File: src/rtl/mts_pkg.sv
// Package for the Mobius table sieve: shared constants, codes and the table entry type.
// Used by mts_mem, mts_ctrl and mobius_table_sieve_top; depends on nothing.
package mts_pkg;

    localparam int TABLE_DEPTH_DEF   = 1024;
    localparam int SIEVE_BOUND_W     = 11;
    localparam int SIEVE_BOUND_RESET = 1024;
    localparam int APB_ADDR_W        = 3;
    localparam int APB_DATA_W        = 32;

    localparam logic FUNC_BUILD  = 1'b0;
    localparam logic FUNC_LOOKUP = 1'b1;

    localparam logic CFG_IDX_SIEVE_BOUND = 1'b0;

    typedef enum logic [1:0] {
        STATUS_OK   = 2'd0,
        STATUS_DONE = 2'd1,
        STATUS_ERR  = 2'd2
    } status_t;

    typedef struct packed {
        logic              mark;
        logic signed [1:0] mu;
    } mts_entry_t;

endpackage

File: src/rtl/mobius_table_sieve_top.sv
// Top level of the Mobius table sieve: APB register, sequencer and table memory.
// Instantiates mts_ctrl and mts_mem; uses mts_pkg.
//
//  Channel   Handshake                        Word
//  -------   ------------------------------   --------------------------
//  command   start && !busy                   func, query_index
//  result    result_strobe (one cycle)        status, mobius_value
//  config    psel && penable && pwrite        sieve_bound at paddr 0
//
// A lookup whose index is good reads the table, holds busy while in ST_LOOK and returns
// the entry read; a flagged lookup returns its error word straight from idle and never sets busy.
// A build of bound B fills each entry up to B, then reads the mark of each candidate p up to B
// and, for each p left unmarked, walks and writes every multiple of p up to B.
// Reset clears the sequencer and the built flag; the table is filled by each build.
// Results cannot be stalled.
module mobius_table_sieve_top
    import mts_pkg::*;
#(
    parameter int TABLE_DEPTH = TABLE_DEPTH_DEF
)
(
    input  logic                     clk,
    input  logic                     rst_n,
    input  logic                     psel,
    input  logic                     penable,
    input  logic                     pwrite,
    input  logic [APB_ADDR_W-1:0]    paddr,
    input  logic [APB_DATA_W-1:0]    pwdata,
    output logic [APB_DATA_W-1:0]    prdata,
    output logic                     pready,
    input  logic                     start,
    output logic                     busy,
    input  logic                     func,
    input  logic [SIEVE_BOUND_W-1:0] query_index,
    output logic                     result_strobe,
    output logic [1:0]               status,
    output logic signed [1:0]        mobius_value
);

    localparam int BOUND_MAX = (1 << SIEVE_BOUND_W) - 1;
    localparam int MEM_LAST  = (TABLE_DEPTH < BOUND_MAX) ? TABLE_DEPTH : BOUND_MAX;
    localparam int ADDR_W    = $clog2(MEM_LAST + 1);

    logic [SIEVE_BOUND_W-1:0] sieve_bound_reg;
    logic                     cfg_write;
    logic                     mem_we;
    logic [ADDR_W-1:0]        mem_waddr;
    mts_entry_t               mem_wdata;
    logic [ADDR_W-1:0]        mem_raddr;
    mts_entry_t               mem_rdata;

    assign pready    = 1'b1;
    assign cfg_write = psel && penable && pwrite && pready;

    always_ff @(posedge clk or negedge rst_n)
    begin
        if (!rst_n)
        begin
            sieve_bound_reg <= SIEVE_BOUND_W'(SIEVE_BOUND_RESET);
        end
        else if (cfg_write && (paddr[2] == CFG_IDX_SIEVE_BOUND))
        begin
            sieve_bound_reg <= pwdata[SIEVE_BOUND_W-1:0];
        end
    end

    assign prdata = (paddr[2] == CFG_IDX_SIEVE_BOUND) ? APB_DATA_W'(sieve_bound_reg) : '0;

    mts_ctrl #(
        .MEM_LAST (MEM_LAST),
        .ADDR_W   (ADDR_W)
    ) u_ctrl (
        .clk           (clk),
        .rst_n         (rst_n),
        .start         (start),
        .func          (func),
        .query_index   (query_index),
        .sieve_bound   (sieve_bound_reg),
        .busy          (busy),
        .result_strobe (result_strobe),
        .status        (status),
        .mobius_value  (mobius_value),
        .mem_we        (mem_we),
        .mem_waddr     (mem_waddr),
        .mem_wdata     (mem_wdata),
        .mem_raddr     (mem_raddr),
        .mem_rdata     (mem_rdata)
    );

    mts_mem #(
        .DEPTH  (MEM_LAST + 1),
        .ADDR_W (ADDR_W)
    ) u_mem (
        .clk   (clk),
        .rst_n (rst_n),
        .we    (mem_we),
        .waddr (mem_waddr),
        .wdata (mem_wdata),
        .raddr (mem_raddr),
        .rdata (mem_rdata)
    );

endmodule

File: src/rtl/mts_mem.sv
// Table memory holding one sieve mark and one Mobius value per index.
// One write port, one registered read port with write-to-read forwarding; uses mts_pkg.
module mts_mem
    import mts_pkg::*;
#(
    parameter int DEPTH  = TABLE_DEPTH_DEF + 1,
    parameter int ADDR_W = $clog2(DEPTH)
)
(
    input  logic              clk,
    input  logic              rst_n,
    input  logic              we,
    input  logic [ADDR_W-1:0] waddr,
    input  mts_entry_t        wdata,
    input  logic [ADDR_W-1:0] raddr,
    output mts_entry_t        rdata
);

    mts_entry_t mem_array [DEPTH];
    mts_entry_t rd_reg;
    mts_entry_t fwd_data_reg;
    logic       fwd_hit_reg;

    always_ff @(posedge clk)
    begin
        if (we)
        begin
            mem_array[waddr] <= wdata;
        end
        rd_reg       <= mem_array[raddr];
        fwd_data_reg <= wdata;
    end

    always_ff @(posedge clk or negedge rst_n)
    begin
        if (!rst_n)
        begin
            fwd_hit_reg <= 1'b0;
        end
        else
        begin
            fwd_hit_reg <= we && (waddr == raddr);
        end
    end

    assign rdata = fwd_hit_reg ? fwd_data_reg : rd_reg;

endmodule

File: src/rtl/mts_ctrl.sv
// Sequencer for the Mobius table sieve: build sweep, sieve walks and lookups.
// Drives the mts_mem ports and the result registers; uses mts_pkg.
module mts_ctrl
    import mts_pkg::*;
#(
    parameter int MEM_LAST = TABLE_DEPTH_DEF,
    parameter int ADDR_W   = $clog2(MEM_LAST + 1)
)
(
    input  logic                     clk,
    input  logic                     rst_n,
    input  logic                     start,
    input  logic                     func,
    input  logic [SIEVE_BOUND_W-1:0] query_index,
    input  logic [SIEVE_BOUND_W-1:0] sieve_bound,
    output logic                     busy,
    output logic                     result_strobe,
    output logic [1:0]               status,
    output logic signed [1:0]        mobius_value,
    output logic                     mem_we,
    output logic [ADDR_W-1:0]        mem_waddr,
    output mts_entry_t               mem_wdata,
    output logic [ADDR_W-1:0]        mem_raddr,
    input  mts_entry_t               mem_rdata
);

    typedef enum logic [5:0] {
        ST_IDLE = 6'b000001,
        ST_INIT = 6'b000010,
        ST_PCHK = 6'b000100,
        ST_PDEC = 6'b001000,
        ST_WALK = 6'b010000,
        ST_LOOK = 6'b100000
    } state_t;

    state_t            state_reg, state_next;
    logic [ADDR_W-1:0] bound_reg, bound_next;
    logic [ADDR_W:0]   p_reg, p_next;
    logic [ADDR_W:0]   n_reg, n_next;
    logic [ADDR_W-1:0] k_reg, k_next;
    logic              pend_valid_reg, pend_valid_next;
    logic              pend_zero_reg, pend_zero_next;
    logic [ADDR_W-1:0] pend_addr_reg, pend_addr_next;
    logic              built_reg, built_next;
    logic [ADDR_W-1:0] built_bound_reg, built_bound_next;
    logic              strobe_reg, strobe_next;
    status_t           status_reg, status_next;
    logic signed [1:0] value_reg, value_next;

    logic                     accept;
    logic                     idx_bad;
    logic [SIEVE_BOUND_W-1:0] bound_sat;
    logic                     k_wrap;

    assign accept    = start && (state_reg == ST_IDLE);
    assign idx_bad   = !built_reg || (query_index == '0)
                       || (query_index > SIEVE_BOUND_W'(built_bound_reg));
    assign bound_sat = (sieve_bound > SIEVE_BOUND_W'(MEM_LAST))
                       ? SIEVE_BOUND_W'(MEM_LAST) : sieve_bound;
    assign k_wrap    = ({1'b0, k_reg} == p_reg);

    always_comb
    begin
        state_next       = state_reg;
        bound_next       = bound_reg;
        p_next           = p_reg;
        n_next           = n_reg;
        k_next           = k_reg;
        pend_valid_next  = 1'b0;
        pend_zero_next   = pend_zero_reg;
        pend_addr_next   = pend_addr_reg;
        built_next       = built_reg;
        built_bound_next = built_bound_reg;
        strobe_next      = 1'b0;
        status_next      = status_reg;
        value_next       = value_reg;
        mem_raddr        = query_index[ADDR_W-1:0];
        case (state_reg)
            ST_IDLE:
            begin
                if (accept)
                begin
                    if (func == FUNC_BUILD)
                    begin
                        bound_next = bound_sat[ADDR_W-1:0];
                        if (bound_sat == '0)
                        begin
                            strobe_next      = 1'b1;
                            status_next      = STATUS_DONE;
                            value_next       = 2'sb00;
                            built_next       = 1'b1;
                            built_bound_next = '0;
                        end
                        else
                        begin
                            n_next     = (ADDR_W+1)'(1);
                            state_next = ST_INIT;
                        end
                    end
                    else if (idx_bad)
                    begin
                        strobe_next = 1'b1;
                        status_next = STATUS_ERR;
                        value_next  = 2'sb00;
                    end
                    else
                    begin
                        state_next = ST_LOOK;
                    end
                end
            end
            ST_INIT:
            begin
                if (n_reg == {1'b0, bound_reg})
                begin
                    p_next     = (ADDR_W+1)'(2);
                    state_next = ST_PCHK;
                end
                else
                begin
                    n_next = n_reg + 1'b1;
                end
            end
            ST_PCHK:
            begin
                if (p_reg > {1'b0, bound_reg})
                begin
                    strobe_next      = 1'b1;
                    status_next      = STATUS_DONE;
                    value_next       = 2'sb00;
                    built_next       = 1'b1;
                    built_bound_next = bound_reg;
                    state_next       = ST_IDLE;
                end
                else
                begin
                    mem_raddr  = p_reg[ADDR_W-1:0];
                    state_next = ST_PDEC;
                end
            end
            ST_PDEC:
            begin
                if (mem_rdata.mark)
                begin
                    p_next     = p_reg + 1'b1;
                    state_next = ST_PCHK;
                end
                else
                begin
                    n_next     = p_reg;
                    k_next     = ADDR_W'(1);
                    state_next = ST_WALK;
                end
            end
            ST_WALK:
            begin
                if (n_reg <= {1'b0, bound_reg})
                begin
                    mem_raddr       = n_reg[ADDR_W-1:0];
                    pend_valid_next = 1'b1;
                    pend_addr_next  = n_reg[ADDR_W-1:0];
                    pend_zero_next  = k_wrap;
                    n_next          = n_reg + p_reg;
                    k_next          = k_wrap ? ADDR_W'(1) : k_reg + 1'b1;
                end
                else
                begin
                    p_next     = p_reg + 1'b1;
                    state_next = ST_PCHK;
                end
            end
            ST_LOOK:
            begin
                strobe_next = 1'b1;
                status_next = STATUS_OK;
                value_next  = mem_rdata.mu;
                state_next  = ST_IDLE;
            end
            default:
            begin
                state_next = ST_IDLE;
            end
        endcase
    end

    always_comb
    begin
        mem_we    = 1'b0;
        mem_waddr = n_reg[ADDR_W-1:0];
        mem_wdata = '{mark: 1'b0, mu: 2'sb01};
        if (pend_valid_reg)
        begin
            mem_we    = 1'b1;
            mem_waddr = pend_addr_reg;
            mem_wdata = '{mark: 1'b1, mu: pend_zero_reg ? 2'sb00 : -mem_rdata.mu};
        end
        else if (state_reg == ST_INIT)
        begin
            mem_we = 1'b1;
        end
    end

    always_ff @(posedge clk or negedge rst_n)
    begin
        if (!rst_n)
        begin
            state_reg       <= ST_IDLE;
            pend_valid_reg  <= 1'b0;
            built_reg       <= 1'b0;
            built_bound_reg <= '0;
            strobe_reg      <= 1'b0;
        end
        else
        begin
            state_reg       <= state_next;
            pend_valid_reg  <= pend_valid_next;
            built_reg       <= built_next;
            built_bound_reg <= built_bound_next;
            strobe_reg      <= strobe_next;
        end
    end

    always_ff @(posedge clk)
    begin
        bound_reg     <= bound_next;
        p_reg         <= p_next;
        n_reg         <= n_next;
        k_reg         <= k_next;
        pend_zero_reg <= pend_zero_next;
        pend_addr_reg <= pend_addr_next;
        status_reg    <= status_next;
        value_reg     <= value_next;
    end

    assign busy          = (state_reg != ST_IDLE);
    assign result_strobe = strobe_reg;
    assign status        = status_reg;
    assign mobius_value  = value_reg;

    a_write_in_range: assert property (@(posedge clk) disable iff (!rst_n)
        mem_we |-> (mem_waddr != '0) && (mem_waddr <= bound_reg))
        else $error("Table write outside the active bound.");

    a_init_no_pending: assert property (@(posedge clk) disable iff (!rst_n)
        (state_reg == ST_INIT) |-> !pend_valid_reg)
        else $error("Sieve write pending during the initial sweep.");

    a_done_sets_built: assert property (@(posedge clk) disable iff (!rst_n)
        (strobe_reg && (status_reg == STATUS_DONE)) |-> built_reg && (value_reg == 2'sb00))
        else $error("Build reported done without the table marked built.");

    a_lookup_value_legal: assert property (@(posedge clk) disable iff (!rst_n)
        (strobe_reg && (status_reg == STATUS_OK)) |-> (value_reg != 2'sb10))
        else $error("Lookup returned an illegal Mobius value.");

    a_pend_follows_walk: assert property (@(posedge clk) disable iff (!rst_n)
        pend_valid_reg |-> $past(state_reg == ST_WALK))
        else $error("Sieve write without a walk read one cycle earlier.");

endmodule

File: config.mk
export PLATFORM = sky130hd
export DESIGN_NAME = mobius_table_sieve_top
export DESIGN_NICKNAME = d
export VERILOG_FILES = /design/src/rtl/mts_pkg.sv /design/src/rtl/mobius_table_sieve_top.sv /design/src/rtl/mts_mem.sv /design/src/rtl/mts_ctrl.sv
export SDC_FILE = /design/constraint.sdc
export NUM_CORES = 2
export LEC_CHECK = 0
export ABC_AREA = 1
export BUFFER_PORTS_ARGS = -buffer_cell sky130_fd_sc_hd__buf_2
export CAP_MARGIN = 20
export CORE_MARGIN = 2
export CORE_UTILIZATION = 55
export DETAILED_ROUTE_END_ITERATION = 8
export PLACE_DENSITY_LB_ADDON = 0.12
export SYNTH_ARGS = -nofsm -noshare
export SYNTH_HDL_FRONTEND = slang
export SYNTH_SLANG_ARGS = --single-unit
File: constraint.sdc
create_clock -name clk -period 159.1 [get_ports clk]
set_input_delay 23.865 -clock clk [delete_from_list [all_inputs] [get_ports clk]]
set_output_delay 23.865 -clock clk [all_outputs]
set_load 0.02 [all_outputs]
==> flow_metrics.env <==
export IMPL_wl_per_cell_um=24.8
export IMPL_tritoncts="yes"
export IMPL_final_nets=11800
export IMPL_yosysUniqueCellTypes=49
export IMPL_grt_usage=0.299
export IMPL_p_leak_nw=54.9
export IMPL_crit_type="in2out"
export IMPL_vias_per_cell=6.05
export IMPL_r2r_cells=25
export IMPL_insertion_delay_ns=0.98
export IMPL_crit_chain="buf_2, nor2_1, buf_2"
export IMPL_grt_pass1_vias=90100
export IMPL_syn_to_final_growth_pct=9.07
export IMPL_clock_sinks=3175
export IMPL_cts_buffers=335
export IMPL_max_cap_violations=0
export IMPL_pin_count=92
export IMPL_cts_path_max_buffers=4
export IMPL_grt_max_degree=223
export IMPL_cts_hold_buffers=0
export IMPL_final_layout_size_suffix_gt1_frac=0.0616
export IMPL_slowest_delay_ns=0.18
export IMPL_run_status="completed"
export IMPL_clock_fmax_mhz=20.7
export IMPL_htree_levels=5
export IMPL_synthArstFlopShare=0.0101
export IMPL_period_share=0.303
export IMPL_synth_top_cell_by_area="edfxtp_1"
export IMPL_path_max_fanout=12
export IMPL_port_buffers=46
export IMPL_wirelength_um=377000
export IMPL_setup_violations=0
export IMPL_synth_top_area_share=0.701
export IMPL_rsz0062_at_grt="no"
export IMPL_power_density_nw_per_um2=12.6
export IMPL_synth_area_leaders="edfxtp_1 70%, nand3_1 12%, nand2_1 8.6%, nor2_1 3.3%, buf_2 1.5%"
export IMPL_row_count=181
export IMPL_gp_congestion=0.896
export IMPL_cp_common_cell="buf_2"
export IMPL_overflow=0
export IMPL_dp_hpwl_um=203000
export IMPL_route_detailed_drc=0
export IMPL_synth_seq_area_share=0.707
export IMPL_slowest_stage="buf_2"
export IMPL_synth_edff_count=3137
export IMPL_cts_resized_gates=0
export IMPL_yosysWarnings=0
export IMPL_postRouteAntennaNets=0
export IMPL_largest_reg_flops=3075
export IMPL_finalHoldViolations=0
export IMPL_design_core_area_um2=243000
export IMPL_fin_crit_ns=48.22
export IMPL_maxSlewHeadroom=0.0415
export IMPL_worst_pin_slew_ns=1.44
export IMPL_start_kind="input pin"
export IMPL_synthCells=12100
export IMPL_ys_flop_type="edfxtp_1"
export IMPL_netlist_area_um2=134000
export IMPL_cts_root_buffer="clkbuf_16"
export IMPL_dp_cells=14600
export IMPL_postCtsSetupBuffers=0
export IMPL_die_height_um=498
export IMPL_holdPathStages=1
export IMPL_fin_setup_tns_ns=0
export IMPL_die_w_um=498
export IMPL_peakVddDrop_mv=0.0103
export IMPL_antenna_found_initial=15
export IMPL_fin_worst_skew_ns=0.0323
export IMPL_die_area_um2=248000
export IMPL_finalMaxSlewViolations=0
export IMPL_hold_class="reg2reg"
export IMPL_avgSynthCellArea_um2=11.1
export IMPL_vias=92000
export IMPL_critical_path_required_ns=135.24
export IMPL_initial_core_util=0.553
export IMPL_crit_arrival_ns=24.36
export IMPL_dr_pass1_iters=8
export IMPL_cp_end_kind="primary output"
export IMPL_layoutNonFillerInstCount=15200
export IMPL_drt_iter0_drc=11400
export IMPL_path_clk_slew_ns=0.06
export IMPL_grt_pass1_wl_um=554000
export IMPL_fillers=19600
export IMPL_synth_seq_cells=3175
[cell families (layout without fill, tap and decap cells)]
| group | Yosys count | after routing | synth area share |
|---|---|---|---|
| adder cells (fa/ha/maj) | 47 | 47 | 0.00443 |
| XOR/XNOR | 16 | 16 | 0.00104 |
| flip-flops | 3175 | 3175 | 0.707 |
| AND/OR/NAND/NOR | 7609 | 7609 | 0.244 |
| other | 2 | 28 | 0.0000559 |
| multiplexers | 4 | 4 | 0.000298 |
| AO/OA/AOI/OAI | 123 | 123 | 0.00519 |
| buffers and inverters | 1106 | 994 | 0.0373 |
[power by group]
| part | internal (mW) | switching, mW | leakage [nW] | total (mW) |
|---|---|---|---|---|
| logic | 0.0445 | 0.148 | 12.9 | 0.193 |
| clock network | 0.428 | 0.310 | 4.99 | 0.738 |
| registers | 0.911 | 0.00450 | 37.0 | 0.916 |
| total | 1.38 | 0.463 | 54.9 | 1.85 |
[stage by stage]
| stage | cell area (um^2) | setup WS (ns) | hold WS (ns) | util | total power [mW] |
|---|---|---|---|---|---|
| final | 147000 | 110.88 | 0.476 | 0.603 | 1.85 |
| after global routing | 147000 | 110.83 | 0.516 | 0.603 | 1.90 |
| after CTS | 147000 | 110.86 | 0.480 | 0.603 | 1.85 |
| after detailed placement | 136000 | 110.86 | 0.467 | 0.561 | 1.12 |
| after global placement | 136000 | 110.90 | 0.465 | 0.561 | 1.12 |
| after floorplan | 135000 | 96.88 | 0.419 | - | 1.06 |
[area by class of cell]
cell class | count | area [um^2] | share of cell area
clock inverter | 160 | 1290 | 0.00878
tap | 3202 | 4010 | 0.0273
inverter | 187 | 734 | 0.00501
clock buffer | 424 | 8920 | 0.0608
timing repair buffer | 223 | 1790 | 0.0122
sequential | 3175 | 95100 | 0.649
antenna | 6 | 15.0 | 0.000102
multi-input combinational | 7821 | 34800 | 0.237
[layer usage]
layer | up-vias | share of wire | track usage
li1 | 41700 | - | -
met1 | 45000 | 0.39 | 0.400
met2 | 4485 | 0.47 | 0.484
met3 | 792 | 0.098 | 0.0594
met4 | 6 | 0.042 | 0.121
met5 | - | 0.00012 | 0
[cell usage in the layout, fill, tap and decap left out, drive strengths merged, types with 6 or more instances in the layout]
cell type,synthesis,final
nand4,13,13
diode,0,6
dfrtp,30,30
nor3,14,14
a21oi,45,45
o21ai,51,51
nand3,3286,3286
clkinv,1,126
or2,14,14
clkinvlp,0,8
edfxtp,3137,3137
ha,46,46
nand2,3085,3085
nor2,1179,1179
bufinv,0,21
dfxtp,6,6
inv,186,192
conb,2,22
o22ai,8,8
clkbuf,361,424
o32ai,6,6
buf,558,223
nor4,9,9
xor2,15,15
[critical path, delay by kind of cell]
kind | cells | cell delay [ns]
AND/OR/NAND/NOR | 1 | 0.14
buffers and inverters | 2 | 0.35
[cells in the mapped netlist, types with 3 or more instances]
cell type,number
and3_1,3
nand3_1,3285
o22ai_1,8
or2_2,14
nand4_1,13
buf_1,66
dfrtp_1,30
inv_1,178
nor3_1,13
a21oi_1,42
o21ai_1,4
a21oi_2,3
inv_2,8
nor2_1,1177
buf_4,63
ha_1,46
buf_6,14
o32ai_1,6
nand2_1,3083
mux2i_1,4
buf_2,415
clkbuf_1,361
nor3b_1,4
xor2_1,15
edfxtp_1,3137
o21ai_0,46
dfxtp_1,6
nor4_1,9
[worst paths after layout]
kind                                       start                    end  slack [ns]
worst max-delay path                    paddr[2]              prdata[5]      110.88
worst min-delay path            u_ctrl.built_reg       u_ctrl.built_reg        0.48
worst max register to register   u_ctrl.p_reg[0]        u_mem.rd_reg[1]      149.84
worst min register to register  u_ctrl.built_reg       u_ctrl.built_reg        0.48
max in group asynchronous                  rst_n  u_ctrl.pend_valid_reg      135.54
min in group asynchronous                  rst_n   u_ctrl.result_strobe       22.97
No activity file was read; power rests on OpenSTA's default activity.
